==> config.mk <==
export PLATFORM = sky130hd
export DESIGN_NAME = keyboard_scancode_to_char_core
export DESIGN_NICKNAME = d
export VERILOG_FILES = /design/src/design/kbd_sc_pkg.sv /design/src/design/keyboard_scancode_to_char_core.sv /design/src/design/kbd_sc_state.sv /design/src/design/kbd_sc_map.sv
export VERILOG_INCLUDE_DIRS = /design/src /design/src/design
export SDC_FILE = /design/constraint.sdc
export NUM_CORES = 1
export LEC_CHECK = 0
export BUFFER_PORTS_ARGS = -buffer_cell sky130_fd_sc_hd__buf_2
export CORE_ASPECT_RATIO = 0.8
export CORE_UTILIZATION = 25
export DETAILED_ROUTE_END_ITERATION = 8
export PLACE_DENSITY = 0.4
export SYNTH_ARGS = -nofsm -noshare
export SYNTH_HDL_FRONTEND = slang
export SYNTH_HIERARCHICAL = 1
export SYNTH_SLANG_ARGS = --single-unit
==> constraint.sdc <==
create_clock -name clk -period 5.6 [get_ports clk]
set_input_delay 0.84 -clock clk [delete_from_list [all_inputs] [get_ports clk]]
set_output_delay 0.84 -clock clk [all_outputs]
set_load 0.005 [all_outputs]
==> src/design/keyboard_scancode_to_char_core_assert.svh <==
// ----------------------------------------------------------------------------
// Assertion macros for the keyboard scancode decoder
// Clocked, reset-gated concurrent assertion helpers.
// ----------------------------------------------------------------------------
`ifndef KEYBOARD_SCANCODE_TO_CHAR_CORE_ASSERT_SVH
`define KEYBOARD_SCANCODE_TO_CHAR_CORE_ASSERT_SVH

// Assertion on an explicit clock and active-low reset
`define KBD_SC_ASSERT_CLK(label, ck, rn, prop, msg) \
    label: assert property (@(posedge ck) disable iff (!rn) prop) else $error(msg);

// Assertion on the module's clk and rst_n
`define KBD_SC_ASSERT(label, prop, msg) \
    `KBD_SC_ASSERT_CLK(label, clk, rst_n, prop, msg)

`endif

==> src/design/kbd_sc_pkg.sv <==
`timescale 1ns / 1ps
// ----------------------------------------------------------------------------
// kbd_sc_pkg
// Shared types, scancodes and character tables for the set-2 decoder.
// ----------------------------------------------------------------------------
package kbd_sc_pkg;

    localparam logic [7:0] CODE_RELEASE = 8'hF0;
    localparam logic [7:0] CODE_LSHIFT  = 8'h12;
    localparam logic [7:0] CODE_RSHIFT  = 8'h59;
    localparam logic [7:0] CODE_CAPS    = 8'h58;

    localparam logic [0:0] REG_REPORT_ON_RELEASE = 1'd0;
    localparam logic [0:0] REG_EMIT_CHARACTER    = 1'd1;

    localparam logic [7:0] CHAR_UPPER_A = 8'h41;
    localparam logic [7:0] CHAR_UPPER_Z = 8'h5A;

    // Per-item decision handed from the modifier tracker to the mapper
    typedef struct packed {
        logic report;
        logic shift;
        logic caps;
    } step_info_t;

    function automatic logic [7:0] lower_char(input logic [7:0] code);
        logic [7:0] c;
        c = 8'h00;
        case (code)
            8'h0D: c = 8'h09;
            8'h0E: c = 8'h60;
            8'h15: c = 8'h71;
            8'h16: c = 8'h31;
            8'h1A: c = 8'h7A;
            8'h1B: c = 8'h73;
            8'h1C: c = 8'h61;
            8'h1D: c = 8'h77;
            8'h1E: c = 8'h32;
            8'h21: c = 8'h63;
            8'h22: c = 8'h78;
            8'h23: c = 8'h64;
            8'h24: c = 8'h65;
            8'h25: c = 8'h34;
            8'h26: c = 8'h33;
            8'h29: c = 8'h20;
            8'h2A: c = 8'h76;
            8'h2B: c = 8'h66;
            8'h2C: c = 8'h74;
            8'h2D: c = 8'h72;
            8'h2E: c = 8'h35;
            8'h31: c = 8'h6E;
            8'h32: c = 8'h62;
            8'h33: c = 8'h68;
            8'h34: c = 8'h67;
            8'h35: c = 8'h79;
            8'h36: c = 8'h36;
            8'h3A: c = 8'h6D;
            8'h3B: c = 8'h6A;
            8'h3C: c = 8'h75;
            8'h3D: c = 8'h37;
            8'h3E: c = 8'h38;
            8'h41: c = 8'h2C;
            8'h42: c = 8'h6B;
            8'h43: c = 8'h69;
            8'h44: c = 8'h6F;
            8'h45: c = 8'h30;
            8'h46: c = 8'h39;
            8'h49: c = 8'h2E;
            8'h4A: c = 8'h2F;
            8'h4B: c = 8'h6C;
            8'h4C: c = 8'h3B;
            8'h4D: c = 8'h70;
            8'h4E: c = 8'h2D;
            8'h52: c = 8'h27;
            8'h54: c = 8'h5B;
            8'h55: c = 8'h3D;
            8'h5A: c = 8'h0A;
            8'h5B: c = 8'h5D;
            8'h69: c = 8'h31;
            8'h6B: c = 8'h34;
            8'h6C: c = 8'h37;
            8'h70: c = 8'h30;
            8'h71: c = 8'h2E;
            8'h72: c = 8'h32;
            8'h73: c = 8'h35;
            8'h74: c = 8'h36;
            8'h75: c = 8'h38;
            8'h79: c = 8'h2B;
            8'h7A: c = 8'h33;
            8'h7B: c = 8'h2D;
            8'h7C: c = 8'h2A;
            8'h7D: c = 8'h39;
            default: c = 8'h00;
        endcase
        return c;
    endfunction

    function automatic logic [7:0] upper_char(input logic [7:0] code);
        logic [7:0] c;
        c = 8'h00;
        case (code)
            8'h0D: c = 8'h09;
            8'h0E: c = 8'h7E;
            8'h15: c = 8'h51;
            8'h16: c = 8'h21;
            8'h1A: c = 8'h5A;
            8'h1B: c = 8'h53;
            8'h1C: c = 8'h41;
            8'h1D: c = 8'h57;
            8'h1E: c = 8'h40;
            8'h21: c = 8'h43;
            8'h22: c = 8'h58;
            8'h23: c = 8'h44;
            8'h24: c = 8'h45;
            8'h25: c = 8'h24;
            8'h26: c = 8'h23;
            8'h29: c = 8'h20;
            8'h2A: c = 8'h56;
            8'h2B: c = 8'h46;
            8'h2C: c = 8'h54;
            8'h2D: c = 8'h52;
            8'h2E: c = 8'h25;
            8'h31: c = 8'h4E;
            8'h32: c = 8'h42;
            8'h33: c = 8'h48;
            8'h34: c = 8'h47;
            8'h35: c = 8'h59;
            8'h36: c = 8'h5E;
            8'h3A: c = 8'h4D;
            8'h3B: c = 8'h4A;
            8'h3C: c = 8'h55;
            8'h3D: c = 8'h26;
            8'h3E: c = 8'h2A;
            8'h41: c = 8'h3C;
            8'h42: c = 8'h4B;
            8'h43: c = 8'h49;
            8'h44: c = 8'h4F;
            8'h45: c = 8'h29;
            8'h46: c = 8'h28;
            8'h49: c = 8'h3E;
            8'h4A: c = 8'h3F;
            8'h4B: c = 8'h4C;
            8'h4C: c = 8'h3A;
            8'h4D: c = 8'h50;
            8'h4E: c = 8'h5F;
            8'h52: c = 8'h7C;
            8'h54: c = 8'h7B;
            8'h55: c = 8'h2B;
            8'h5A: c = 8'h0A;
            8'h5B: c = 8'h7D;
            8'h69: c = 8'h31;
            8'h6B: c = 8'h34;
            8'h6C: c = 8'h37;
            8'h70: c = 8'h30;
            8'h71: c = 8'h2E;
            8'h72: c = 8'h32;
            8'h73: c = 8'h35;
            8'h74: c = 8'h36;
            8'h75: c = 8'h38;
            8'h79: c = 8'h2B;
            8'h7A: c = 8'h33;
            8'h7B: c = 8'h2D;
            8'h7C: c = 8'h2A;
            8'h7D: c = 8'h39;
            default: c = 8'h00;
        endcase
        return c;
    endfunction

endpackage

==> src/design/keyboard_scancode_to_char_core.sv <==
`timescale 1ns / 1ps
// ----------------------------------------------------------------------------
// keyboard_scancode_to_char_core
// PS/2 set-2 byte stream decoder reporting key scancodes or characters.
// ----------------------------------------------------------------------------
// Input channel: in_valid / in_ready with code_byte, one keyboard byte per item.
// Output channel: out_valid / out_ready with key_value, never zero.
// Each input byte gives zero or one output item; prefix bytes, unreported
// press or release events and unmapped codes give none.
// Configuration: cfg_write with cfg_index selects report_on_release (0) or
// emit_character (1); cfg_data bit 0 is written. Write only while idle.
// Path: a byte is accepted into the input register, then its result moves into
// the result register and is presented there until taken.
// Throughput: one byte per cycle while out_ready is high, set by the single
// lookup between the two registers.
// Stall: while out_ready is low a full result register holds; one more byte
// is taken into the input register, then in_ready drops.
// Reset: both registers empty, shifts and caps off, caps re-armed, keys
// reported on press as characters.
// ----------------------------------------------------------------------------
`include "keyboard_scancode_to_char_core_assert.svh"

module keyboard_scancode_to_char_core #(
    parameter int TABLE_ENTRIES = 128
)
(
    input  logic        clk,
    input  logic        rst_n,
    input  logic        in_valid,
    output logic        in_ready,
    input  logic [7:0]  code_byte,
    output logic        out_valid,
    input  logic        out_ready,
    output logic [7:0]  key_value,
    input  logic        cfg_write,
    input  logic [0:0]  cfg_index,
    input  logic [0:0]  cfg_data
);

    logic                   report_on_release_reg;
    logic                   emit_character_reg;
    logic                   s1_valid_reg;
    logic [7:0]             s1_code_reg;
    logic                   out_valid_reg;
    logic [7:0]             out_value_reg;
    logic                   advance;
    logic                   s1_stalled;
    logic [7:0]             mapped;
    kbd_sc_pkg::step_info_t info;

    assign advance    = s1_valid_reg && (!out_valid_reg || out_ready);
    assign in_ready   = !s1_valid_reg || advance;
    assign out_valid  = out_valid_reg;
    assign key_value  = out_value_reg;
    assign s1_stalled = s1_valid_reg && out_valid_reg && !out_ready;

    kbd_sc_state u_state (
        .clk               (clk),
        .rst_n             (rst_n),
        .step              (advance),
        .code              (s1_code_reg),
        .report_on_release (report_on_release_reg),
        .info              (info)
    );

    kbd_sc_map #(
        .TABLE_ENTRIES (TABLE_ENTRIES)
    ) u_map (
        .emit_character (emit_character_reg),
        .code           (s1_code_reg),
        .info           (info),
        .value          (mapped)
    );

    always_ff @(posedge clk or negedge rst_n)
    begin
        if (!rst_n)
        begin
            report_on_release_reg <= 1'b0;
            emit_character_reg    <= 1'b1;
        end
        else if (cfg_write)
        begin
            unique case (cfg_index)
                kbd_sc_pkg::REG_REPORT_ON_RELEASE: report_on_release_reg <= cfg_data[0];
                kbd_sc_pkg::REG_EMIT_CHARACTER:    emit_character_reg    <= cfg_data[0];
                default: ;
            endcase
        end
    end

    always_ff @(posedge clk or negedge rst_n)
    begin
        if (!rst_n)
        begin
            s1_valid_reg  <= 1'b0;
            out_valid_reg <= 1'b0;
        end
        else
        begin
            if (in_valid && in_ready)
            begin
                s1_valid_reg <= 1'b1;
            end
            else if (advance)
            begin
                s1_valid_reg <= 1'b0;
            end

            if (advance)
            begin
                out_valid_reg <= info.report && (mapped != 8'h00);
            end
            else if (out_ready)
            begin
                out_valid_reg <= 1'b0;
            end
        end
    end

    always_ff @(posedge clk)
    begin
        if (in_valid && in_ready)
        begin
            s1_code_reg <= code_byte;
        end
        if (advance)
        begin
            out_value_reg <= mapped;
        end
    end

    `KBD_SC_ASSERT(a_no_zero_out, out_valid_reg |-> out_value_reg != 8'h00, "zero result")
    `KBD_SC_ASSERT(a_empty_ready, !s1_valid_reg |-> in_ready, "input refused while empty")
    `KBD_SC_ASSERT(a_s1_hold, s1_stalled |=> s1_valid_reg && $stable(s1_code_reg), "item lost")

endmodule

==> src/design/kbd_sc_state.sv <==
`timescale 1ns / 1ps
// ----------------------------------------------------------------------------
// kbd_sc_state
// Release prefix, shift and caps-lock tracking; decides whether to report.
// ----------------------------------------------------------------------------
`include "keyboard_scancode_to_char_core_assert.svh"

module kbd_sc_state
(
    input  logic                    clk,
    input  logic                    rst_n,
    input  logic                    step,
    input  logic [7:0]              code,
    input  logic                    report_on_release,
    output kbd_sc_pkg::step_info_t  info
);

    logic release_pending_reg, release_pending_next;
    logic lshift_reg, lshift_next;
    logic rshift_reg, rshift_next;
    logic caps_on_reg, caps_on_next;
    logic caps_armed_reg, caps_armed_next;
    logic pressed;

    always_comb
    begin
        pressed         = !release_pending_reg;
        lshift_next     = lshift_reg;
        rshift_next     = rshift_reg;
        caps_on_next    = caps_on_reg;
        caps_armed_next = caps_armed_reg;

        if (code == kbd_sc_pkg::CODE_LSHIFT)
        begin
            lshift_next = pressed;
        end
        else if (code == kbd_sc_pkg::CODE_RSHIFT)
        begin
            rshift_next = pressed;
        end
        else if (code == kbd_sc_pkg::CODE_CAPS && caps_armed_reg)
        begin
            caps_on_next    = !caps_on_reg;
            caps_armed_next = 1'b0;
        end
        else if (code == kbd_sc_pkg::CODE_CAPS && !pressed)
        begin
            caps_armed_next = 1'b1;
        end

        release_pending_next = pressed && (code == kbd_sc_pkg::CODE_RELEASE);

        info.report = release_pending_reg ? report_on_release
                    : (code != kbd_sc_pkg::CODE_RELEASE) && !report_on_release;
        info.shift  = lshift_next || rshift_next;
        info.caps   = caps_on_next;
    end

    always_ff @(posedge clk or negedge rst_n)
    begin
        if (!rst_n)
        begin
            release_pending_reg <= 1'b0;
            lshift_reg          <= 1'b0;
            rshift_reg          <= 1'b0;
            caps_on_reg         <= 1'b0;
            caps_armed_reg      <= 1'b1;
        end
        else if (step)
        begin
            release_pending_reg <= release_pending_next;
            lshift_reg          <= lshift_next;
            rshift_reg          <= rshift_next;
            caps_on_reg         <= caps_on_next;
            caps_armed_reg      <= caps_armed_next;
        end
    end

    `KBD_SC_ASSERT(a_prefix_sets, step && !release_pending_reg && code == kbd_sc_pkg::CODE_RELEASE |=> release_pending_reg, "release prefix not latched")
    `KBD_SC_ASSERT(a_prefix_clears, step && release_pending_reg |=> !release_pending_reg, "release flag not cleared")
    `KBD_SC_ASSERT(a_caps_toggle, step && code == kbd_sc_pkg::CODE_CAPS && caps_armed_reg |=> caps_on_reg != $past(caps_on_reg) && !caps_armed_reg, "caps lock did not toggle")

endmodule

==> src/design/kbd_sc_map.sv <==
`timescale 1ns / 1ps
// ----------------------------------------------------------------------------
// kbd_sc_map
// Scancode to character lookup with shift and caps-lock case selection, or the raw scancode when characters are off.
// ----------------------------------------------------------------------------
module kbd_sc_map #(
    parameter int TABLE_ENTRIES = 128
)
(
    input  logic                    emit_character,
    input  logic [7:0]              code,
    input  kbd_sc_pkg::step_info_t  info,
    output logic [7:0]              value
);

    localparam logic [8:0] TableLimit = 9'(TABLE_ENTRIES);

    logic [7:0] lower_c;
    logic [7:0] upper_c;
    logic       letter;
    logic       use_upper;
    logic       in_range;

    always_comb
    begin
        lower_c   = kbd_sc_pkg::lower_char(code);
        upper_c   = kbd_sc_pkg::upper_char(code);
        letter    = (upper_c >= kbd_sc_pkg::CHAR_UPPER_A) && (upper_c <= kbd_sc_pkg::CHAR_UPPER_Z);
        use_upper = (letter && info.caps) != info.shift;
        in_range  = {1'b0, code} < TableLimit;

        if (!emit_character)
        begin
            value = code;
        end
        else if (!in_range)
        begin
            value = 8'h00;
        end
        else
        begin
            value = use_upper ? upper_c : lower_c;
        end
    end

endmodule

# Word-level counts from Yosys, hierarchy flattened
# Memories as Yosys holds them, arrays and structs flattened. A register that Yosys moved wholly into a read port is not among the register bits.
# Index checks and enable logic that the tools add are counted.
# W data, S select, Z words.
dict set report totals {
  wordCells 69
  reg_bits 25
  mem_count 2
  in_bits 15
  output_inout_bits 10
  romBits 1792
}
# name depth word_bits rd rd_ports_with_merged_regs wr line
set memory_table {}
lappend memory_table {{(no name shown)} 128 7 1 1 0 kbd_sc_pkg.sv:29} ;# case (code)
lappend memory_table {{(no name shown)} 128 7 1 1 0 kbd_sc_pkg.sv:101} ;# case (code)
dict set report op_classes {
  eq_ne 6
  bitwise 3
  magnitude_cmp 3
  n_reduce_logical 24
  n_mux 20
}
# operator n
set op_table {}
lappend op_table {{$mux W8} 5}
lappend op_table {{$eq A8 B7 Y1 const B} 2}
lappend op_table {{$mux W7} 2}
lappend op_table {{$mux W1} 13}
lappend op_table {{$logic_and A1 B1 Y1} 9}
lappend op_table {{$eq A8 B5 Y1 const B} 1}
lappend op_table {{$eq A8 B8 Y1 const B} 1}
lappend op_table {{$ge A8 B7 Y1 const B} 1}
lappend op_table {{$le A8 B7 Y1 const B} 1}
lappend op_table {{$lt A8 B8 Y1 const B} 1}
lappend op_table {{$ne A8 B8 Y1 const B} 1}
lappend op_table {{$reduce_bool A8 Y1} 1}
lappend op_table {{$reduce_bool A2 Y1} 3}
lappend op_table {{$logic_not A1 Y1} 5}
lappend op_table {{$reduce_and A2 Y1} 2}
lappend op_table {{$reduce_and A4 Y1} 1}
lappend op_table {{$logic_or A1 B1 Y1} 3}
lappend op_table {{$not A1 Y1} 3}
lappend op_table {{$ne A1 B1 Y1} 1}

# Depth between registers and ports, before layout
# Gate-level depths: netlist of the first run.
dict set report logic_depth {
  ltp_word 13
  mapped_depth 17
  ltp_nobuf 13
}

# Modules after synthesis
# Netlist of the first run, hierarchy kept.
# module cells_per_inst seq_area_each_um2 n_inst area_per_inst_um2
set by_module_without_submodules {}
lappend by_module_without_submodules {kbd_sc_map 334 0.0 1 2262.2}
lappend by_module_without_submodules {keyboard_scancode_to_char_core 33 581.8 1 680.7}
lappend by_module_without_submodules {kbd_sc_state 34 126.4 1 335.3}

# Worst setup path after synthesis of the first run
# OpenSTA, ideal clock, no wires.
dict set report synth_timing {
  path_type {flip-flop to flip-flop}
  startpoint {register s1_code_reg[1]}
  endpoint {register out_valid_reg, in the netlist out_valid}
  arrival_time_ns 3.834
  synth_period_minus_slack_ns 3.954
  required_time_ns 5.480
  path_buffers 4
  stages_incl_launch_ff 18
  setup_ns 0.120
  path_slack_ns 1.646
  cell_sequence {edfxtp_1 buf_2 buf_2 inv_1 ha_1 buf_2 nor2b_1 o311a_1 o31ai_1 o32ai_1 or4_4 o311a_1 buf_6 xnor2_2 o221ai_1 nor4_2 nand2_1 a31o_1}
}
dict set report synth_via {
  elab_chain_len 13
  elab_cells_between_ends 23
  cone_classes {1 x order compare; 5 x eq/ne; 11 x mux; 6 x reduce/logical}
}
# element line
set synth_rtl {}
lappend synth_rtl {{from (decl)} keyboard_scancode_to_char_core.sv:43} ;# logic [7:0] s1_code_reg;
lappend synth_rtl {{from (signal assigned)} keyboard_scancode_to_char_core.sv:125} ;# s1_code_reg <= code_byte;
lappend synth_rtl {{$eq A8 B7 Y1} kbd_sc_state.sv:41} ;# else if (code == kbd_sc_pkg::CODE_CAPS && caps_armed_reg)
lappend synth_rtl {{$logic_and A1 B1 Y1} kbd_sc_state.sv:41}
lappend synth_rtl {{$mux W1} kbd_sc_state.sv:41}
lappend synth_rtl {{$mux W1} kbd_sc_state.sv:37} ;# else if (code == kbd_sc_pkg::CODE_RSHIFT)
lappend synth_rtl {{$mux W1} kbd_sc_state.sv:33} ;# if (code == kbd_sc_pkg::CODE_LSHIFT)
lappend synth_rtl {{$logic_and A1 B1 Y1} kbd_sc_map.sv:29} ;# use_upper = (letter && info.caps) != info.shift;
lappend synth_rtl {{$ne A1 B1 Y1} kbd_sc_map.sv:29}
lappend synth_rtl {{$mux W8} kbd_sc_map.sv:42} ;# value = use_upper ? upper_c : lower_c;
lappend synth_rtl {{$mux W8} kbd_sc_map.sv:36} ;# else if (!in_range)
lappend synth_rtl {{$mux W8 (*)} kbd_sc_map.sv:32} ;# if (!emit_character)
lappend synth_rtl {{via mapped[1]} keyboard_scancode_to_char_core.sv:48} ;# logic [7:0] mapped;
lappend synth_rtl {{$reduce_bool A8 Y1 (*)} keyboard_scancode_to_char_core.sv:112} ;# out_valid_reg <= info.report && (mapped != 8'h00);
lappend synth_rtl {{$logic_and A1 B1 Y1 (*)} keyboard_scancode_to_char_core.sv:112}
lappend synth_rtl {{$mux W1 (*)} keyboard_scancode_to_char_core.sv:110} ;# if (advance)
lappend synth_rtl {{to (signal assigned)} keyboard_scancode_to_char_core.sv:112}
lappend synth_rtl {{to (decl)} keyboard_scancode_to_char_core.sv:44} ;# logic out_valid_reg;
# Mark *: on every way through the listed nets, which the timed path passes. The rest lies on a longest branch.
# A chain may end at the register's enable or synchronous reset.

# Final worst setup path of the first run
dict set report layout_timing {
  startpoint {register s1_code_reg[0]}
  endpoint {register out_valid_reg, in the netlist out_valid}
}
dict set report layout_via {
  elab_chain_len 13
  elab_cells_between_ends 23
  cone_classes {1 x order compare; 5 x eq/ne; 11 x mux; 6 x reduce/logical}
}
# element line
set layout_rtl {}
lappend layout_rtl {{$eq A8 B7 Y1} kbd_sc_state.sv:41}
lappend layout_rtl {{$logic_and A1 B1 Y1} kbd_sc_state.sv:41}
lappend layout_rtl {{$mux W1} kbd_sc_state.sv:41}
lappend layout_rtl {{$mux W1} kbd_sc_state.sv:37}
lappend layout_rtl {{$mux W1} kbd_sc_state.sv:33}
lappend layout_rtl {{$logic_and A1 B1 Y1} kbd_sc_map.sv:29}
lappend layout_rtl {{$ne A1 B1 Y1} kbd_sc_map.sv:29}
lappend layout_rtl {{$mux W8} kbd_sc_map.sv:42}
lappend layout_rtl {{$mux W8 (*)} kbd_sc_map.sv:36}
lappend layout_rtl {{$mux W8 (*)} kbd_sc_map.sv:32}
lappend layout_rtl {{via mapped[1]} keyboard_scancode_to_char_core.sv:48}
lappend layout_rtl {{$reduce_bool A8 Y1 (*)} keyboard_scancode_to_char_core.sv:112}
lappend layout_rtl {{$logic_and A1 B1 Y1 (*)} keyboard_scancode_to_char_core.sv:112}
lappend layout_rtl {{$mux W1 (*)} keyboard_scancode_to_char_core.sv:110}
# Marks and branches as above.

==> parameters.txt, run 1 <==
Parameter                              Value

Timing
  Shortest clock period the worst path allows after layout    4600 ps
  Worst hold slack across all endpoints    417 ps
  Share of the clock period used by the worst path    82.1%
  Total of endpoints with negative setup slack in the final report    0
  Worst slew margin relative to its limit    39.1%
  Unrepaired setup endpoints after global routing    false
  Highest Clock Rate    217 MHz
  Final Slew Violations    0
  Final worst setup slack    1000 ps
  Worst clock skew    3.73 ps
  Sum of negative setup slack    0 ps
  Fin. Hold Viols    0
  Transition time of the tightest slew-check pin    914 ps

Route
  Vias    3,319
  Post-DRT Antenna Nets    0
  Detailed-routing iteration count for the pre-antenna-repair pass    5
  Total routed wirelength    11,200 um
  Residual DRC count    0
  Average wire per cell in the routed design    19.3 um
  Via/cell ratio    5.73
  Number of DRC markers after the initial detailed-route iteration    409

Die
  Std cell rows    37
  Area enclosed by the die boundary    13,600 um2
  X dimension of the die    130 um
  Initial core utilization    25.6%
  Total core area    12,800 um2
  Die extent in y    104 um
  Number of placed I/O pins    25

GRT
  Pin count of the biggest net entering global routing    61
  Sum of overflow across all layers after global routing    0
  All-layer global routing usage    16.8%
  Vias in the first global route    3,026
  Initial antenna violation count    0
  Wire length of the first global-routing pass    17,600 um

Synthesis
  Register bit count reported by yosys    25
  Sequential fraction of the synthesis area    21.6%
  Cell count after synthesis    401
  Leading cell types by count after synthesis    sky130_fd_sc_hd__nand2_1, sky130_fd_sc_hd__o21ai_0, sky130_fd_sc_hd__a21oi_1
  Dominant cell by count in the synthesized netlist    sky130_fd_sc_hd__nand2_1
  Leading register cell type out of synthesis    sky130_fd_sc_hd__edfxtp_1
  Share of synthesized flip-flops with an asynchronous set or reset    36.0%
  Most area-consuming cells after synthesis    sky130_fd_sc_hd__edfxtp_1, sky130_fd_sc_hd__mux2i_1, sky130_fd_sc_hd__dfrtp_1, sky130_fd_sc_hd__o21ai_0, sky130_fd_sc_hd__nand2_1
  Top cell type's share of synthesized area    14.7%
  Count of synthesis-stage warnings from yosys    6
  Average cell area after synthesis    8.17 um2
  EDFF count, synth    16
  Library cell with the largest summed area after synthesis    sky130_fd_sc_hd__edfxtp_1
  Synthesized cell area    3280 um2
  Count of unique library cells instantiated by Yosys    81
  Net Count, Synth    426

Clock tree
  PostCTS Resize Cnt    0
  Clock latency at the later pin of the worst-skew pair    260 ps
  CTS Buffer Depth    2
  Post-CTS setup repair buffer count    0
  Number of levels the H-tree was split into    1
  Clock-pin slew of the registers on the worst-case setup and hold paths    70 ps
  Sinks on the clock net    25
  Hold-fix buffer count after cts    0
  CTS root buf    sky130_fd_sc_hd__clkbuf_16
  TritonCTS clock tree    built
  Number of CTS-inserted buffers    3

Power and ir drop
  Leakage power    1.32 nW
  Sequential share of power    34.0%
  Power density cells    199 nW/um2
  Total power    0.715 mW
  Part of the power in combinational logic    43.5%
  Internal power    0.436 mW
  Switching power    0.280 mW
  Clock network power share    22.6%
  Switch share    39.1%
  Largest voltage drop on the vdd net    0.101 mV

Critical path
  Cell depth of the worst flop-to-flop path    13
  Top cell by count, worst path    sky130_fd_sc_hd__nand2_1
  Startpoint kind of the worst setup timing path    flop
  R2R setup slack    1000 ps
  Biggest fanout along the worst timing path    16
  Data arrival time of the worst path    4750 ps
  Data required, critical path    5750 ps
  Cell with the largest stage delay on the worst path    sky130_fd_sc_hd__edfxtp_1
  Largest stage delay, worst path    650 ps
  Chain of cells forming the critical path    inv_1 > ha_1 > nand2_1 > a31oi_1 > o31ai_1 > o32ai_1 > or4_4 > o311a_1 > mux2i_1 > o221ai_1 > nor4_2 > nand2_1 > a31o_1
  Element type at the critical path end    flop
  Crit Path Category    reg -> reg

Finish
  Layout cell share with drive strength beyond 1    16.3%
  P&R area growth vs syn    9.66%
  Count of nets after finishing    430
  Filler cell count    1,376
  Number of antenna cells inserted    0
  Utilization after layout    28.0%

Placement
  Number of port buffers    24
  RD Place Congestion    0.885
  HPWL after detailed placement    8040 um
  Worst-case setup slack after placement    1080 ps

Run status
  Status    finished, final reports clean

Worst hold path
  Path type of the worst min-delay path    in -> async

Job
  Maximum capacitance violations    0
## power by group through the flow
| stage | clock, mW | sequential [mW] | combinational, mW |
|---|---|---|---|
| floorplan | 0 | 0.238 | 0.219 |
| global placement | 0 | 0.247 | 0.310 |
| detailed placement | 0 | 0.246 | 0.302 |
| CTS | 0.166 | 0.243 | 0.303 |
| global route | 0.173 | 0.246 | 0.337 |
| finish | 0.161 | 0.243 | 0.311 |
## final timing paths
path | startpoint | end
max | s1_code_reg[0] | out_valid
min | rst_n | report_on_release_reg
max reg2reg | s1_code_reg[0] | out_valid
min reg2reg | u_state/caps_on_reg | u_state/caps_on_reg
max in group asynchronous | rst_n | u_state/caps_armed_reg
min in group clk | u_state/caps_on_reg | u_state/caps_on_reg
## cells in the final DEF (no fill, tap or decap), drive strengths merged, types with 9 or more instances in the layout
cell / count
mux2i: 19
nand2b: 17
a31oi: 12
edfxtp: 16
nor2b: 15
and2: 11
nor2: 21
nand2: 35
a21oi: 23
o31ai: 9
buf: 35
o21ai: 27
ha: 10
inv: 14
## area by class of cell
class                      count  area (um2)  area share (%)
clock buffer                   3        75.1            2.09
clock inverter                 1        5.00           0.139
multi-input combinational    325        2300            64.1
timing repair buffer          35         228            6.33
sequential                    25         708            19.7
tap                          175         219            6.09
inverter                      15        56.3            1.57
## kinds of logic after synthesis
group | share of synthesized area (%)
buf+inv | 8.13
flops | 21.6
simple gates | 24.9
fa+ha+maj | 3.82
xor+xnor | 1.30
compound gates | 31.9
mux | 8.32
## worst max-delay path, delay by kind of cell (launching register included)
family / cells / cell delay (ps)
AOI/OAI and AO/OA: 6 / 1820
adders and majority gates: 1 / 590
buffers and inverters: 1 / 230
and+or+nand+nor: 4 / 960
DFF: 1 / 650
muxes: 1 / 240
## per-stage QoR
step / instances / cell area [um2]
after floorplan: 401 / 3280
final: 579 / 3590
after CTS: 579 / 3590
after detailed placement: 575 / 3510
after global routing: 579 / 3590
after global placement: 575 / 3510
## per-layer routing
metal  wire length, um  global-route usage [%]
met1              5400                    25.9
met2              4470                    22.8
met3              1130                    4.42
met4               185                    3.16
met5                 0                       0
Note: power is estimated with default switching activity, not from simulation.
==> inputs of run 2 (changes only) <==
clock period = 4.5 ns   (was 5.6 ns; I/O delays follow)
==> run 2 against run 1 <==
Core utilization rose by 1.4 points. Sequential cell count did not move. Non-clock buffer count rose by 23.
==> parameters.txt, run 2 (synthesized netlist as in run 1, its figures left out) <==
Parameter                              Value

GRT
  Wire length of the first global-routing pass    18,500 um
  Sum of overflow across all layers after global routing    0
  Initial antenna violation count    0
  Pin count of the biggest net entering global routing    33
  All-layer global routing usage    17.6%
  Vias in the first global route    3,211

Clock tree
  CTS Buffer Depth    2
  Number of levels the H-tree was split into    1
  TritonCTS clock tree    built
  Number of CTS-inserted buffers    3
  Sinks on the clock net    25
  Clock latency at the later pin of the worst-skew pair    250 ps
  Clock-pin slew of the registers on the worst-case setup and hold paths    60 ps
  CTS root buf    sky130_fd_sc_hd__clkbuf_16

Timing
  Transition time of the tightest slew-check pin    1140 ps
  Highest Clock Rate    241 MHz
  Final Slew Violations    0
  Sum of negative setup slack    0 ps
  Fin. Hold Viols    0
  Worst slew margin relative to its limit    24.0%
  Shortest clock period the worst path allows after layout    4140 ps
  Total of endpoints with negative setup slack in the final report    0
  Unrepaired setup endpoints after global routing    false
  Share of the clock period used by the worst path    92.0%
  Worst clock skew    3.17 ps

Die
  X dimension of the die    130 um
  Initial core utilization    25.6%
  Area enclosed by the die boundary    13,600 um2
  Number of placed I/O pins    25
  Die extent in y    104 um
  Total core area    12,800 um2
  Std cell rows    37

Finish
  Most common cell after layout, fill and taps aside    sky130_fd_sc_hd__nand2_1
  Most frequent cells in the layout    sky130_fd_sc_hd__nand2_1, sky130_fd_sc_hd__buf_4, sky130_fd_sc_hd__o21ai_0, sky130_fd_sc_hd__buf_2, sky130_fd_sc_hd__a21oi_1
  Count of nets after finishing    453
  Final Instance Count excl. Fillers    602
  Filler cell count    1,364
  Layout cell share with drive strength beyond 1    20.8%
  Utilization after layout    29.4%
  P&R area growth vs syn    15.0%
  Number of antenna cells inserted    0

Route
  Residual DRC count    0
  Met2 routed wirelength    4730 um
  Routed length on met3    1120 um
  Met1 wire length    5490 um
  Post-DRT Antenna Nets    0
  Highest metal layer with signal wires    met4
  Detailed-routing iteration count for the pre-antenna-repair pass    5
  Vias    3,400
  Average wire per cell in the routed design    19.3 um
  Via/cell ratio    5.65
  Total routed wirelength    11,600 um
  Number of DRC markers after the initial detailed-route iteration    323

Critical path
  Cell with the largest stage delay on the worst path    sky130_fd_sc_hd__or4_4
  Critical path launch point    s1_code_reg[0]
  R2R setup slack    360 ps
  Reg-to-reg critical path startpoint    s1_code_reg[0]
  Buffer and inverter count on the worst path    1
  Biggest fanout along the worst timing path    11
  Chain of cells forming the critical path    ha_1 > buf_4 > and2_1 > nor2_1 > o2111ai_1 > a31o_1 > or4_4 > o311a_1 > xnor2_2 > o221ai_1 > nor4_2 > nand2_1 > a31o_1
  Element type at the critical path end    flop
  Critical path's top delay family    compound AO/OA/AOI/OAI gates
  Top cell by count, worst path    sky130_fd_sc_hd__a31o_1
  Crit Path Category    reg -> reg
  Startpoint kind of the worst setup timing path    flop
  Data required, critical path    4640 ps
  Data arrival time of the worst path    4280 ps
  Largest stage delay, worst path    510 ps

Placement
  # placed instances    598
  HPWL after detailed placement    8950 um
  RD Place Congestion    0.977
  Number of port buffers    24

Power and ir drop
  Part of the power in combinational logic    45.7%
  Clock network power share    21.3%
  Total power    0.908 mW
  Power density cells    241 nW/um2
  Sequential share of power    33.0%
  Largest voltage drop on the vdd net    0.164 mV
  Internal power    0.561 mW
  Switching power    0.347 mW
  Switch share    38.2%
  Leakage power    1.43 nW

Job
  Maximum capacitance violations    0

Run status
  Status    finished, final reports clean

Worst hold path
  Path type of the worst min-delay path    in -> async
-- run 2: changes by cell type in the layout (fill, tap and decap cells not counted) --
cell,delta
sky130_fd_sc_hd__buf_4,+23
sky130_fd_sc_hd__clkbuf_1,+1
sky130_fd_sc_hd__clkinv_2,-1
sky130_fd_sc_hd__ha_1,-1
sky130_fd_sc_hd__ha_2,+1
-- run 2: worst reg2reg max path, stage by stage, from the launching register on --
cell and delay [ps]:
sky130_fd_sc_hd__edfxtp_1 490, sky130_fd_sc_hd__ha_1 460, sky130_fd_sc_hd__buf_4 250, sky130_fd_sc_hd__and2_1 190, sky130_fd_sc_hd__nor2_1 150, sky130_fd_sc_hd__o2111ai_1 250, sky130_fd_sc_hd__a31o_1 380, sky130_fd_sc_hd__or4_4 510
sky130_fd_sc_hd__o311a_1 270, sky130_fd_sc_hd__xnor2_2 240, sky130_fd_sc_hd__o221ai_1 200, sky130_fd_sc_hd__nor4_2 290, sky130_fd_sc_hd__nand2_1 120, sky130_fd_sc_hd__a31o_1 230
-- run 2: final cells by class --
| cell class | instances | area (um2) | share of cell area (%) |
|---|---|---|---|
| Clock buffer | 4 | 78.8 | 2.09 |
| Inverter | 15 | 56.3 | 1.49 |
| Multi-Input combinational cell | 325 | 2310 | 61.2 |
| Sequential cell | 25 | 708 | 18.8 |
| Tap cell | 175 | 219 | 5.81 |
| Timing Repair Buffer | 58 | 400 | 10.6 |
-- run 2: power by group through the flow --
| stage | combinational [mW] | sequential, mW | clock (mW) |
|---|---|---|---|
| 2_1_floorplan | 0.273 | 0.296 | 0 |
| 3_3_place_gp | 0.414 | 0.304 | 0 |
| 3_5_place_dp | 0.403 | 0.305 | 0 |
| 4_1_cts | 0.405 | 0.300 | 0.203 |
| 5_1_grt | 0.446 | 0.303 | 0.210 |
| 6_report | 0.415 | 0.300 | 0.193 |
-- run 2: worst paths after layout --
path                                          end  depth (start not counted)
setup reg to reg                        out_valid                         13
hold reg to reg               u_state/caps_on_reg                          1
hold / removal                       s1_valid_reg                          1
max in group asynchronous  u_state/caps_armed_reg                          1
min in group clk              u_state/caps_on_reg                          1
setup / recovery                        out_valid                         13
-- run 2: metal layers --
layer / up-vias / track usage (%)
met2: 162 / 24.4
li1: 1583 / -
met3: 22 / 4.06
met1: 1633 / 26.6
met5: - / 0
met4: 0 / 4.90
-- run 2: per-stage QoR --
stage | worst slack (ps) | cell area [um2] | hold WS, ps
2_1_floorplan | 546 | 3280 | 379
3_3_place_gp | 329 | 3690 | 482
3_5_place_dp | 325 | 3690 | 488
4_1_cts | 304 | 3770 | 258
5_1_grt | 102 | 3770 | 270
6_report | 359 | 3770 | 259
-- run 2: what timing repair did --
action                     in CTS  in global routing
hold endpoints to repair        0                  0
resized for setup               0                  1
hold buffers                    0                  0
setup buffers                   0                  0
setup endpoints to repair       0                  1
==> inputs of run 3 (changes only) <==
CELL_PAD_IN_SITES_DETAIL_PLACEMENT = 0   (was not set)
CELL_PAD_IN_SITES_GLOBAL_PLACEMENT = 1   (was not set)
PLACE_DENSITY = 0.49   (was 0.4)
==> run 3 against run 2 <==
Critical path depth did not move. Global-route usage up 0.54 points. First-iteration DRC count increased by 11%. Die area is the same. Cell area fell by 1.4%. Clock skew down 1.1 ps. Critical endpoint unchanged. Largest power group unchanged.
==> parameters.txt, run 3 (synthesized netlist as in run 1, its figures left out) <==
Parameter                              Value

Finish
  Most common cell after layout, fill and taps aside    sky130_fd_sc_hd__nand2_1
  Filler cell count    1,410
  Combined area of the multi-input logic cells    2310 um2
  Count of nets after finishing    446
  P&R area growth vs syn    13.4%
  Layout cell share with drive strength beyond 1    19.8%
  Most frequent cells in the layout    sky130_fd_sc_hd__nand2_1, sky130_fd_sc_hd__o21ai_0, sky130_fd_sc_hd__buf_4, sky130_fd_sc_hd__buf_2, sky130_fd_sc_hd__a21oi_1
  Register area    708 um2
  Number of antenna cells inserted    0

Timing
  Worst hold slack across all endpoints    256 ps
  Shortest clock period the worst path allows after layout    4160 ps
  Highest Clock Rate    241 MHz
  Unrepaired setup endpoints after global routing    false
  Sum of negative setup slack    0 ps
  Fin. Hold Viols    0
  Final Slew Violations    0
  Worst clock skew    2.10 ps
  Share of the clock period used by the worst path    92.4%
  Transition time of the tightest slew-check pin    1090 ps
  Worst slew margin relative to its limit    26.9%
  Total of endpoints with negative setup slack in the final report    0

Die
  Number of placed I/O pins    25
  Std cell rows    37
  Area enclosed by the die boundary    13,600 um2
  Die extent in y    104 um
  Initial core utilization    25.6%
  Total core area    12,800 um2
  X dimension of the die    130 um

Worst hold path
  Path type of the worst min-delay path    in -> async

Clock tree
  Number of CTS-inserted buffers    3
  Clock latency at the later pin of the worst-skew pair    260 ps
  CTS Buffer Depth    2
  TritonCTS clock tree    built
  CTS root buf    sky130_fd_sc_hd__clkbuf_16
  Number of levels the H-tree was split into    1
  Clock-pin slew of the registers on the worst-case setup and hold paths    60 ps
  Sinks on the clock net    25

Route
  Routed length on met3    1030 um
  Met1 wire length    5820 um
  Highest metal layer with signal wires    met5
  Average wire per cell in the routed design    19.9 um
  Detailed-routing iteration count for the pre-antenna-repair pass    5
  Number of DRC markers after the initial detailed-route iteration    359
  Via/cell ratio    5.71
  Total routed wirelength    11,800 um
  Residual DRC count    0
  Met2 routed wirelength    4740 um
  Post-DRT Antenna Nets    0
  Vias    3,399

Power and ir drop
  Largest voltage drop on the vdd net    0.140 mV
  Leakage power    1.40 nW
  Power density cells    244 nW/um2

Critical path
  Element type at the critical path end    flop
  Cell with the largest stage delay on the worst path    sky130_fd_sc_hd__edfxtp_1
  Top cell by count, worst path    sky130_fd_sc_hd__nand2_1
  Data required, critical path    4650 ps
  Buffer and inverter count on the worst path    1
  Biggest fanout along the worst timing path    15
  Chain of cells forming the critical path    inv_2 > ha_1 > nand2_1 > o21ai_0 > nor4_1 > o32ai_1 > or4_4 > o311a_1 > xnor2_2 > o221ai_1 > nor4_2 > nand2_1 > a31o_1
  Largest stage delay, worst path    670 ps
  Crit Path Category    reg -> reg
  Reg-to-reg critical path startpoint    s1_code_reg[2]
  Data arrival time of the worst path    4310 ps
  Critical path launch point    s1_code_reg[2]
  Startpoint kind of the worst setup timing path    flop
  Critical path's top delay family    simple AND/OR/NAND/NOR gates

GRT
  All-layer global routing usage    18.2%
  Sum of overflow across all layers after global routing    0
  Vias in the first global route    3,222
  Pin count of the biggest net entering global routing    38
  Initial antenna violation count    1
  Wire length of the first global-routing pass    18,800 um

Run status
  Status    finished, final reports clean

Job
  Maximum capacitance violations    0

Placement
  HPWL after detailed placement    9020 um
  RD Place Congestion    0.882
  Number of port buffers    24
## run 3: repair_timing
action | CTS | global route
endpoints found under the setup margin | 0 | 1
resized for setup | 0 | 1
setup buffers | 0 | 0
hold buffers | 0 | 0
## run 3: worst reg2reg max path: stages (launching register included)
cell and delay [ps]:
sky130_fd_sc_hd__edfxtp_1 670, sky130_fd_sc_hd__inv_2 300, sky130_fd_sc_hd__ha_1 270, sky130_fd_sc_hd__nand2_1 80, sky130_fd_sc_hd__o21ai_0 80, sky130_fd_sc_hd__nor4_1 470
sky130_fd_sc_hd__o32ai_1 240, sky130_fd_sc_hd__or4_4 570, sky130_fd_sc_hd__o311a_1 270, sky130_fd_sc_hd__xnor2_2 250, sky130_fd_sc_hd__o221ai_1 190, sky130_fd_sc_hd__nor4_2 330
sky130_fd_sc_hd__nand2_1 120, sky130_fd_sc_hd__a31o_1 220
## run 3: worst paths after layout
kind | to | slack (ps) | cells past startpoint
setup / recovery | out_valid | 340 | 13
hold / removal | u_state/caps_on_reg | 260 | 1
setup reg to reg | out_valid | 340 | 13
hold reg to reg | u_state/caps_on_reg | 490 | 1
max in group asynchronous | u_state/caps_armed_reg | 4000 | 1
min in group clk | u_state/caps_on_reg | 490 | 1
## run 3: power by group
group | switching [mW] | total (mW) | internal [mW] | leakage [nW]
clock network | 0.0783 | 0.198 | 0.120 | 0.0409
logic | 0.255 | 0.413 | 0.158 | 1.09
registers | 0.0186 | 0.295 | 0.276 | 0.268
## run 3: cell type report
cell class,count,share of cell area [%]
Multi-Input combinational cell,325,62.0
Clock inverter,1,0.135
Sequential cell,25,19.1
Tap cell,175,5.89
Timing Repair Buffer,51,9.36
Clock buffer,3,2.02
Inverter,15,1.51
## run 3: stage by stage
| step | worst slack [ps] | instances | cell area (um2) | utilization, % | power [mW] |
|---|---|---|---|---|---|
| after detailed placement | 229 | 591 | 3630 | 28.3 | 0.704 |
| after global routing | 74.3 | 595 | 3720 | 29.0 | 0.964 |
| after global placement | 189 | 591 | 3630 | 28.3 | 0.715 |
| final | 343 | 595 | 3720 | 29.0 | 0.907 |
| after floorplan | 546 | 401 | 3280 | - | 0.569 |
| after CTS | 178 | 595 | 3710 | 29.0 | 0.907 |
## run 3: layer usage
layer	vias up	track usage, %
met5	-	0
met4	2	3.57
met3	23	4.17
met2	159	24.8
met1	1645	28.3
li1	1570	-
